File: config.mk
export PLATFORM = sky130hd
export DESIGN_NAME = mma_div
export DESIGN_NICKNAME = d
export VERILOG_FILES = /design/src/rtl/mma_pkg.sv /design/src/rtl/mma_div.sv
export VERILOG_INCLUDE_DIRS = /design/src /design/src/rtl
export SDC_FILE = /design/constraint.sdc
export NUM_CORES = 1
export LEC_CHECK = 0
export BUFFER_PORTS_ARGS = -buffer_cell sky130_fd_sc_hd__buf_4
export CAP_MARGIN = 25
export CORE_AREA = 4 4 87 89
export DETAILED_ROUTE_END_ITERATION = 6
export DIE_AREA = 0 0 91 93
export GPL_TIMING_DRIVEN = 0
export PLACE_DENSITY_LB_ADDON = 0.12
export SYNTH_ARGS = -nofsm -noshare
export SYNTH_HDL_FRONTEND = slang
export SYNTH_SLANG_ARGS = --single-unit
File: constraint.sdc
create_clock -name i_clk -period 2.9 [get_ports i_clk]
set_clock_uncertainty 0.15 [all_clocks]
set_input_delay 0 -clock i_clk [delete_from_list [all_inputs] [get_ports i_clk]]
set_output_delay 0 -clock i_clk [all_outputs]
set_load 0.01 [all_outputs]
File: src/rtl/multichannel_moving_average_macros.svh
// assertion macros shared by the rtl
`ifndef MULTICHANNEL_MOVING_AVERAGE_MACROS_SVH
`define MULTICHANNEL_MOVING_AVERAGE_MACROS_SVH

`ifndef NO_ASSERTIONS

// same-cycle implication
`define MMA_ASSERT_IMP(lbl, clk, rst_n, ante, cons) \
    lbl: assert property (@(posedge clk) disable iff (!rst_n) (ante) |-> (cons)) \
        else $error("assertion failed");

// next-cycle implication
`define MMA_ASSERT_NXT(lbl, clk, rst_n, ante, cons) \
    lbl: assert property (@(posedge clk) disable iff (!rst_n) (ante) |=> (cons)) \
        else $error("assertion failed");

`else

`define MMA_ASSERT_IMP(lbl, clk, rst_n, ante, cons)
`define MMA_ASSERT_NXT(lbl, clk, rst_n, ante, cons)

`endif

`endif

File: src/rtl/mma_pkg.sv
package mma_pkg;

    localparam int SAMPLE_WIDTH   = 24;
    localparam int CHANNEL_WIDTH  = 5;
    localparam int WINDOW_WIDTH   = 7;
    localparam int WINDOW_RESET   = 5;
    localparam int CHANNELS_DEF   = 32;
    localparam int MAX_WINDOW_DEF = 64;

    typedef struct packed {
        logic [CHANNEL_WIDTH-1:0]       channel;
        logic signed [SAMPLE_WIDTH-1:0] sample;
        logic                           row_end;
    } t_in_beat;

    typedef struct packed {
        logic [CHANNEL_WIDTH-1:0]       out_channel;
        logic signed [SAMPLE_WIDTH-1:0] average;
        logic                           out_row_end;
    } t_out_beat;

    typedef struct packed {
        logic busy;
        logic done;
    } t_div_stat;

endpackage

File: src/rtl/mma_div.sv
`include "multichannel_moving_average_macros.svh"

module mma_div #(
    parameter int MAX_WINDOW = mma_pkg::MAX_WINDOW_DEF
) (
    input  logic                                                   i_clk,
    input  logic                                                   i_rst_n,
    input  logic                                                   i_start,
    input  logic signed [mma_pkg::SAMPLE_WIDTH+$clog2(MAX_WINDOW):0] i_dividend,
    input  logic [$clog2(MAX_WINDOW+1)-1:0]                        i_divisor,
    output mma_pkg::t_div_stat                                     o_stat,
    output logic signed [mma_pkg::SAMPLE_WIDTH-1:0]                o_quotient
);
    import mma_pkg::*;

    localparam int SUM_W = SAMPLE_WIDTH + $clog2(MAX_WINDOW) + 1;
    localparam int WIN_W = $clog2(MAX_WINDOW + 1);
    localparam int CNT_W = $clog2(SUM_W + 1);
    localparam logic [SUM_W-1:0] LIM = SUM_W'(1) << (SAMPLE_WIDTH - 1);

    logic [SUM_W-1:0] r_mag;
    logic [WIN_W-1:0] r_rem;
    logic             r_neg;
    logic [CNT_W-1:0] r_cnt;
    logic             r_busy;
    logic             r_done;

    logic [SUM_W-1:0] n_abs;
    logic [SUM_W-1:0] n_negmag;
    logic [WIN_W:0]   n_shift;
    logic [WIN_W:0]   n_diff;
    logic             n_qbit;

    assign n_abs   = i_dividend[SUM_W-1] ? (SUM_W'(0) - $unsigned(i_dividend))
                                         : $unsigned(i_dividend);
    assign n_shift = {r_rem, r_mag[SUM_W-1]};
    assign n_qbit  = (n_shift >= {1'b0, i_divisor});
    assign n_diff  = n_shift - {1'b0, i_divisor};

    // one quotient bit per cycle, restoring
    always_ff @(posedge i_clk) begin
        if (!i_rst_n) begin
            r_busy <= 1'b0;
            r_done <= 1'b0;
        end else begin
            r_done <= 1'b0;
            if (i_start) begin
                r_busy <= 1'b1;
                r_cnt  <= CNT_W'(SUM_W);
                r_rem  <= '0;
                r_mag  <= n_abs;
                r_neg  <= i_dividend[SUM_W-1];
            end else if (r_busy) begin
                r_rem <= n_qbit ? n_diff[WIN_W-1:0] : n_shift[WIN_W-1:0];
                r_mag <= {r_mag[SUM_W-2:0], n_qbit};
                r_cnt <= r_cnt - CNT_W'(1);
                if (r_cnt == CNT_W'(1)) begin
                    r_busy <= 1'b0;
                    r_done <= 1'b1;
                end
            end
        end
    end

    // sign restore and saturation
    always_comb begin
        n_negmag = SUM_W'(0) - r_mag;
        if (!r_neg) begin
            if (r_mag >= LIM) o_quotient = $signed({1'b0, {(SAMPLE_WIDTH-1){1'b1}}});
            else              o_quotient = $signed(r_mag[SAMPLE_WIDTH-1:0]);
        end else begin
            if (r_mag > LIM)  o_quotient = $signed({1'b1, {(SAMPLE_WIDTH-1){1'b0}}});
            else              o_quotient = $signed(n_negmag[SAMPLE_WIDTH-1:0]);
        end
    end

    assign o_stat.busy = r_busy;
    assign o_stat.done = r_done;

    `MMA_ASSERT_NXT(a_start_busy, i_clk, i_rst_n, i_start, r_busy)
    `MMA_ASSERT_IMP(a_done_idle, i_clk, i_rst_n, r_done, !r_busy)
    `MMA_ASSERT_IMP(a_no_restart, i_clk, i_rst_n, i_start, !r_busy)

endmodule

==> impl_results.md, run 1 <==
- Synth area leaders: edfxtp_1, xor2_1, a21oi_1
- Pwr/cell area: 365 mW/mm^2
- CTS Buffer Depth: 2
- First-pass DRT Iterations: 5
- DR iter-0 viols: 438
- Slew Viols, Final: 0
- Worst-path maximum fanout: 6
- TritonCTS clock tree: built
- Die area: 0.00846 mm^2
- FF-to-FF path depth: 8
- Syn_nets: 482
- Worst hold slack: 25.9 ps
- Register area share after synthesis: 35.7%
- Area Overhead vs Synth: 35.5%
- Ys Warns: 0
- PnR worst setup slack: 11.6 ps
- # diodes: 0
- Via count: 4065
- Post-route ant nets: 0
- RSZ-0062 raised after global routing: true
- Fin area: 0.00517 mm^2
- First-pass GRT wire length: 18.5 mm
- RePlAce Congestion: 0.895
- Clk pwr share: 26.2%
- Global router's overall resource usage: 26.9%
- Critical path class: reg2out
- Layout filler cell count: 481
- Peak Freq: 0.346 GHz
- Most instantiated cells after synthesis: nor2_1, edfxtp_1, a21oi_1
- Synth area leader: edfxtp_1
- TritonCTS Sinks: 46
- GR Overflow Total: 0
- EDFF count, synth: 44
- Power share of the combinational group: 29.0%
- Initial core utilization: 56.5%
- Status: finished clean
- Core Area: 0.00676 mm^2
- NumNets Final: 602
- Crit path from: r_mag[0]$_DFFE_PP_
- Place WS: -76.5 ps
- Root buffer cell: clkbuf_8
- Avg WL per Cell: 18.5 um
- Layout cells sized above 1: 24.2%
- Initial antenna violation count: 0
- Post-Syn Instances: 429
- Via density: 6.45
- Sequential share of power: 44.8%
- Net Sw Frac: 30.4%
- Number of synthesized register bits: 46
- Rows: 30
- HP Class: in2reg
- Final Hold Vio Count: 0
- Vias in the first global route: 3787
- MaxCap Viol Count: 0
- Area of placed instances: 0.00443 mm^2
- Psw: 0.000574 W
- Port-buffer cells: 66
- Asr flop ratio synth: 0%
- Peak supply drop: 0.207 mV
- Final period util: 99.6%
- Final setup vio count: 0
- Internal: 0.00131 W
- Critical Path RT: 2750 ps
- Clock-pin slew on the worst setup and hold paths: 90 ps
- Residual DRC count: 0
- Num CTS Buffers: 5
- CP Launch Type: flop
- Footprint of the multi-input gates: 0.00244 mm^2
- I/O pin count: 67
- CP arrival: 2740 ps
- Fin crit period: 2890 ps
- Synthesized cell area: 0.00381 mm^2
- Ys flop type: edfxtp_1
- Die Width: 91 um
- Cell with the most instances after synthesis: nor2_1
- Largest net degree at the start of global routing: 39
- Max transition margin: 52.7%
- DP Wirelength: 7.67 mm
- Post-synth top area share: 34.6%
- RR Endpoint: r_rem[0]$_SDFFCE_PP0P_
- Routed wire length: 11.6 mm
- Clock latency at the later pin of the worst-skew pair: 310 ps
- Yosys cell types: 52
- Register area: 0.00136 mm^2
- Crit. End Element: output pin
- CP Capture Point: o_quotient[15]
- Flop-to-flop setup slack: 360 ps
- Core Util, Final: 76.5%
- Leak pwr: 2.01 nW
- H-tree level count: 2
- Syn_area_per_cell: 8.89 um^2
- Worst slew pin tran: 710 ps
- FF-to-FF Start: r_mag[30]$_DFFE_PP_
- Die height: 93 um
per-layer routing:
layer	part of all wire, %	global-route usage [%]	wire length [um]
met3	8.6	3.70	996
met5	0	0	0
met4	2.2	9.17	257
met2	48	44.5	5600
met1	41	36.3	4790
layout make-up:
type | count | area share, %
tap | 80 | 1.94
sequential | 46 | 26.3
clock inverter | 2 | 0.726
clock buffer | 6 | 1.40
multi-input combinational | 338 | 47.2
buffer | 26 | 2.59
inverter | 18 | 1.31
timing repair buffer | 114 | 18.5
cells by family (layout without fill, tap and decap cells):
group           Yosys count  count (layout)  synth area share [%]
fa+ha+maj                12              12                  4.13
xor+xnor                 32              32                  7.35
buf+inv                  46             166                  5.28
simple gates            158             158                  22.9
flops                    46              46                  35.7
mux                       3               3                 0.853
compound gates          132             133                  23.8
power groups by stage:
stage	sequential, W	combinational, W	clock [W]
after global routing	0.000851	0.000600	0.000527
final	0.000845	0.000547	0.000495
after detailed placement	0.000855	0.000471	0
after floorplan	0.000841	0.000297	0
after global placement	0.000856	0.000453	0
after CTS	0.000839	0.000522	0.000499
critical path, cell delays in order (launching register included):
cell,delay (ps)
edfxtp_1,420
inv_2,100
ha_4,160
or4b_4,470
nand3b_4,190
o31a_4,350
buf_6,160
o41ai_2,270
a211o_1,180
buf_4,120
sequential cells by signal, summed over array words and instances (netlist names):
register / flops
r_neg: 1
r_mag: 31
r_busy: 1
r_cnt: 5
r_rem: 7
r_done: 1
timing repair:
action                     in CTS  in global routing
hold buffers                   31                  0
setup endpoints to repair      20                 25
setup buffers                   8                  6
gates cloned                    2                  1
pin swaps                       4                  8
resized for setup              17                 23
hold endpoints to repair       34                  0
metrics by stage:
step / power [W] / TNS (ps) / cells
after floorplan: 0.00114 / 0 / 429
after global placement: 0.00131 / -150 / 575
after detailed placement: 0.00133 / -286 / 576
after CTS: 0.00186 / -7.33 / 624
after global routing: 0.00198 / -159 / 630
final: 0.00189 / 0 / 630
worst min path at each step:
stage / start / cells past startpoint / endpoint / slack, ps
global route: i_dividend[14] / 3 / r_mag[14]$_DFFE_PP_ / 10
finish: i_divisor[0] / 3 / r_rem[0]$_SDFFCE_PP0P_ / 30
floorplan: i_dividend[30] / 0 / r_neg$_DFFE_PP_ / -50
detailed placement: i_dividend[30] / 1 / r_neg$_DFFE_PP_ / 60
CTS: i_dividend[14] / 3 / r_mag[14]$_DFFE_PP_ / 8
global placement: i_dividend[30] / 1 / r_neg$_DFFE_PP_ / 60
cell usage in the layout (no fill, tap or decap), types with 7 or more instances in the layout:
cell type / count
xor2_1: 27
or3_1: 11
nand2_1: 14
o31ai_1: 10
o41ai_1: 12
inv_1: 16
nor2b_1: 8
nor2_1: 51
ha_1: 10
clkbuf_1: 18
a21oi_1: 41
a211o_1: 8
dlygate4sd3_1: 31
edfxtp_1: 44
or4_1: 7
a221o_1: 9
buf_4: 81
nor3_1: 12
nand3_1: 7
o21ai_0: 21
Power figures use the tool's default switching activity.
==> run 2, diff against run 1 <==
--- a/config.mk
+++ b/config.mk
@@ -8,10 +8,12 @@
 export LEC_CHECK = 0
 export BUFFER_PORTS_ARGS = -buffer_cell sky130_fd_sc_hd__buf_4
 export CAP_MARGIN = 25
-export CORE_AREA = 4 4 87 89
+export CORE_AREA = 4 4 86 88
+export CTS_BUF_LIST = sky130_fd_sc_hd__clkbuf_2 sky130_fd_sc_hd__clkbuf_4 sky130_fd_sc_hd__clkbuf_8
 export DETAILED_ROUTE_END_ITERATION = 6
-export DIE_AREA = 0 0 91 93
+export DIE_AREA = 0 0 90 92
 export GPL_TIMING_DRIVEN = 0
+export HOLD_SLACK_MARGIN = 0.08
 export PLACE_DENSITY_LB_ADDON = 0.12
 export SYNTH_ARGS = -nofsm -noshare
 export SYNTH_HDL_FRONTEND = slang
==> impl_results.md, run 2 (synthesis results as in run 1) <==
- PnR worst setup slack: -34.9 ps
- Layout filler cell count: 449
- RR Endpoint: r_rem[0]$_SDFFCE_PP0P_
- Met1 usage: 34.2%
- Via density: 6.48
- Initial antenna violation count: 0
- First-pass DRT Iterations: 5
- Residual DRC count: 0
- Avg WL per Cell: 18.7 um
- Worst slew pin tran: 724 ps
- Tot Pwr: 0.00181 W
- Layout cells sized above 1: 24.4%
- Met2 Track Usage GR: 45.0%
- Clock-pin slew on the worst setup and hold paths: 90 ps
- DR iter-0 viols: 292
- Register area: 0.00136 mm^2
- Crit. End Element: output pin
- Status: finished with violations
- Failing checks: negative setup slack
- HP Start: i_divisor[6]
- Rows: 30
- Worst-path maximum fanout: 10
- Final period util: 101%
- Flop-to-flop setup slack: 370 ps
- Met3 Usage GRT: 4.02%
- TritonCTS Sinks: 46
- Max reg flops: 31
- Crit-path max cell delay: 470 ps
- Fin crit period: 2930 ps
- Max transition margin: 51.7%
- TritonCTS clock tree: built
- NumNets Final: 602
- Critical path class: reg2out
- HP Class: in2reg
- Area Overhead vs Synth: 36.7%
- Routed wire length: 11.8 mm
- Largest Register: r_mag
- CP arrival: 2780 ps
- MaxCap Viol Count: 0
- Pwr/cell area: 348 mW/mm^2
- Initial core utilization: 57.4%
- Vias in the first global route: 3691
- Clock latency at the later pin of the worst-skew pair: 310 ps
- I/O pin count: 67
- RePlAce Congestion: 0.873
- Hold-critical path depth: 5
- Core Util, Final: 78.5%
- Crit-path cells: or2_2 > or4_1 > buf_2 > or3_4 > nor2b_1 > a221o_1 > buf_4
- Die height: 92 um
- Root buffer cell: clkbuf_8
- Final setup vio count: 4
- Peak supply drop: 0.211 mV
- Num CTS Buffers: 5
- Worst Hold Endpoint: r_rem[6]$_SDFFCE_PP0P_
- Port-buffer cells: 66
- Most frequent cells in the layout: buf_4, nor2_1, edfxtp_1, a21oi_1, dlygate4sd3_1
- H-tree level count: 2
- Critical Path RT: 2750 ps
- Slew Viols, Final: 0
- Via count: 4083
- Regs by FF count: r_mag (31), r_rem (7), r_cnt (5)
- FF-to-FF Start: r_mag[30]$_DFFE_PP_
- Post-route ant nets: 0
- RSZ-0062 raised after global routing: true
- CP Launch Type: flop
- Die area: 0.00828 mm^2
- Final Hold Vio Count: 0
- GRT busiest layer: met2
- Leak pwr: 2.02 nW
- GR Overflow Total: 0
- Core Area: 0.00664 mm^2
- FF-to-FF path depth: 8
- # diodes: 0
- DP Wirelength: 7.68 mm
- First-pass GRT wire length: 18.1 mm
- Die Width: 90 um
- Most common cell after layout, fill and taps aside: buf_4
- Largest net degree at the start of global routing: 40
- Peak Freq: 0.341 GHz
- Footprint of the multi-input gates: 0.00247 mm^2
- Worst path slowest cell: or4_1
- Global router's overall resource usage: 26.7%
- CTS Buffer Depth: 2
-- run 2: changes by cell type in the layout (fill, tap and decap cells not counted), sizes merged --
cell / before / now
clkbuf: 23 / 22
dlygate4sd3: 31 / 35
bufinv: 1 / 0
buf: 92 / 89
clkinv: 0 / 2
o31a: 5 / 4
-- run 2: what timing repair did --
action                                 in CTS  in global routing
resized for setup                          15                 35
setup endpoints to repair                  20                 22
hold buffers                               35                  0
pin swaps                                   4                 13
cloned                                      0                  2
buffers inserted                            6                  4
endpoints found under the hold margin      42                  0
-- run 2: final cells by class --
class	count	share of cell area (%)
Buffer	27	2.66
Clock buffer	5	1.32
Clock inverter	3	0.408
Inverter	18	1.30
Multi-Input combinational cell	337	47.4
Sequential cell	46	26.1
Tap cell	80	1.92
Timing Repair Buffer	114	18.9
-- run 2: how the worst max path moves through the flow --
stage | from | endpoint | slack, ps
2_1_floorplan | r_mag[1]$_DFFE_PP_ | o_quotient[21] | 290
3_3_place_gp | r_mag[0]$_DFFE_PP_ | o_quotient[21] | -50
3_5_place_dp | r_mag[0]$_DFFE_PP_ | o_quotient[15] | -130
4_1_cts | r_mag[0]$_DFFE_PP_ | o_quotient[15] | -2
5_1_grt | r_mag[0]$_DFFE_PP_ | o_quotient[15] | -110
6_report | r_mag[12]$_DFFE_PP_ | o_quotient[19] | -30
-- run 2: through the flow --
step | setup WS, ps | cells | hold slack (ps) | setup TNS, ps | instance area, um^2
final | -34.9 | 630 | 227 | -87.8 | 5210
after global routing | -109 | 630 | 291 | -689 | 5210
after CTS | -1.64 | 624 | 223 | -1.64 | 5000
after detailed placement | -129 | 576 | 58.4 | -470 | 4430
after global placement | -49.6 | 575 | 57.9 | -143 | 4410
after floorplan | 285 | 429 | -51.1 | 0 | 3810
-- run 2: critical path: cells and delay by family, from the launching register on --
kind                   cells  cell delay [ps]
and+or+nand+nor            4             1360
buffers and inverters      2              370
DFF                        1              440
AOI/OAI and AO/OA          1              320
-- run 2: power by group --
group	internal [W]	switching, W	leakage, nW
combinational	0.000270	0.000289	1.54
sequential	0.000793	0.0000545	0.428
clock	0.000170	0.000237	0.0441
-- run 2: metal layers --
layer,vias to the layer above,wire length (um)
met1,1970,4780
met2,194,5780
met5,-,0
li1,1884,-
met3,35,826
met4,0,392
==> run 3, diff against run 2 <==
--- a/config.mk
+++ b/config.mk
@@ -12,9 +12,10 @@
 export CTS_BUF_LIST = sky130_fd_sc_hd__clkbuf_2 sky130_fd_sc_hd__clkbuf_4 sky130_fd_sc_hd__clkbuf_8
 export DETAILED_ROUTE_END_ITERATION = 6
 export DIE_AREA = 0 0 90 92
-export GPL_TIMING_DRIVEN = 0
+export GPL_TIMING_DRIVEN = 1
 export HOLD_SLACK_MARGIN = 0.08
 export PLACE_DENSITY_LB_ADDON = 0.12
+export SLEW_MARGIN = 10
 export SYNTH_ARGS = -nofsm -noshare
 export SYNTH_HDL_FRONTEND = slang
 export SYNTH_SLANG_ARGS = --single-unit
==> impl_results.md, run 3 (synthesis results as in run 1) <==
- Worst-path maximum fanout: 8
- WP buf/inv: 3
- Critical Path RT: 2750 ps
- CP arrival: 2820 ps
- Clock latency at the later pin of the worst-skew pair: 310 ps
- Initial antenna violation count: 0
- PnR worst setup slack: -73.1 ps
- Clock-pin slew on the worst setup and hold paths: 100 ps
- Largest net degree at the start of global routing: 45
- Root buffer cell: clkbuf_8
- CP delay by family, top: compound AO/OA/AOI/OAI gates
- Largest Register: r_mag
- Layout cells sized above 1: 24.7%
- Worst slew pin tran: 840 ps
- Num CTS Buffers: 5
- Crit-path cells: inv_2 > ha_2 > or4b_4 > nand3b_4 > o31a_1 > buf_4 > o41ai_2 > a211o_1 > buf_4
- Via count: 3843
- Post-route ant nets: 0
- Most frequent cells in the layout: buf_4, nor2_1, edfxtp_1, a21oi_1, dlygate4sd3_1
- Layout filler cell count: 466
- Rows: 30
- Peak supply drop: 0.245 mV
- Max transition margin: 44.0%
- Initial core utilization: 57.4%
- Crit-path max cell delay: 470 ps
- Max reg flops: 31
- Failing checks: negative setup slack
- Regs by FF count: r_mag (31), r_rem (7), r_cnt (5)
- Vias in the first global route: 3493
- Peak Freq: 0.336 GHz
- TritonCTS clock tree: built
- Leak pwr: 1.99 nW
- H-tree level count: 2
- Crit. End Element: output pin
- First-pass DRT Iterations: 6
- Most common cell after layout, fill and taps aside: buf_4
- CP Launch Type: flop
- Final period util: 103%
- Die height: 92 um
- TritonCTS Sinks: 46
- DR iter-0 viols: 300
- Die Width: 90 um
- NumNets Final: 590
- Fin crit period: 2970 ps
- HP Class: in2reg
- Residual DRC count: 0
- Critical path class: reg2out
- Avg WL per Cell: 17.2 um
- Pwr/cell area: 367 mW/mm^2
- I/O pin count: 67
- DP Wirelength: 7.13 mm
- MaxCap Viol Count: 0
- Via density: 6.22
- RePlAce Congestion: 0.852
- Area of placed instances: 0.00444 mm^2
- Final setup vio count: 11
- Global router's overall resource usage: 24.0%
- # diodes: 0
- Core Area: 0.00664 mm^2
- Final Hold Vio Count: 0
- Fin area: 0.00513 mm^2
- Slew Viols, Final: 0
- RSZ-0062 raised after global routing: true
- Worst path slowest cell: or4b_4
- CTS Buffer Depth: 2
- GR Overflow Total: 0
- First-pass GRT wire length: 16.5 mm
- Worst hold slack: 214 ps
- Crit path top cell by count: buf_4
- Area Overhead vs Synth: 34.4%
- Die area: 0.00828 mm^2
- Routed wire length: 10.6 mm
- Port-buffer cells: 66
- Status: finished with violations
[run 3: cell types whose count changed in the layout (fill, tap and decap cells not counted), sizes merged]
| cell | change |
|---|---|
| clkinvlp | -1 |
| bufinv | +1 |
| buf | +5 |
| clkbuf | -17 |
| inv | +1 |
| clkinv | -1 |
[run 3: final timing paths]
kind                                          start                      to  slack (ps)  depth (start not counted)
worst max-delay path             r_mag[0]$_DFFE_PP_          o_quotient[21]         -70                          9
worst max register to register  r_mag[30]$_DFFE_PP_  r_rem[0]$_SDFFCE_PP0P_         410                          8
worst min-delay path                   i_divisor[6]  r_rem[6]$_SDFFCE_PP0P_         210                          5
worst min register to register    r_busy$_SDFF_PN0_       r_done$_SDFF_PP0_         400                          1
[run 3: final cells by class]
type                    instances  area [um^2]  share of cell area, %
well taps                      80          100                   1.95
multi-input cells             337         2390                   46.6
inverters                      18         67.6                   1.32
clock inverters                 3         43.8                  0.854
clock buffers                   5         68.8                   1.34
repair buffers                129         1090                   21.4
flip-flops and latches         46         1360                   26.5
[run 3: metrics by stage]
stage / setup TNS (ps) / setup slack [ps] / power (W) / instances / utilization (%)
floorplan: 0 / 285 / 0.00114 / 429 / -
global route: -1410 / -167 / 0.00198 / 618 / 77.2
finish: -376 / -73.1 / 0.00188 / 618 / 77.2
global placement: 0 / 187 / 0.00131 / 567 / 66.6
CTS: 0 / 0.319 / 0.00186 / 614 / 74.1
detailed placement: 0 / 103 / 0.00133 / 568 / 66.8
[run 3: per-layer routing]
layer	vias up	wire length [um]	part of all wire [%]	track usage, %
met3	24	634	6.0	3.53
met2	159	5280	50	41.1
met4	0	246	2.3	6.63
met5	-	0	0	0
li1	1860	-	-	-
met1	1800	4470	42	31.7
[run 3: worst register-to-register path: cells and delay by family (launching register included)]
kind	cells	cell delay [ps]
AO/OA/AOI/OAI	3	820
adder cells (fa/ha/maj)	2	620
flip-flops	1	420
AND/OR/NAND/NOR	2	240
buffers and inverters	1	60
[run 3: report_power, final]
| part | internal (W) | leakage, nW | switching (W) |
|---|---|---|---|
| Clock | 0.000259 | 0.0585 | 0.000235 |
| Sequential | 0.000793 | 0.428 | 0.0000566 |
| Combinational | 0.000271 | 1.50 | 0.000270 |
| Total | 0.00132 | 1.99 | 0.000562 |
[run 3: what timing repair did]
action | 4_1_cts | 5_1_grt
endpoints found under the setup margin | 19 | 20
pin swaps | 1 | 16
cloned | 0 | 1
setup buffers | 3 | 3
resized for setup | 1 | 33
endpoints found under the hold margin | 41 | 0
hold buffers | 35 | 0
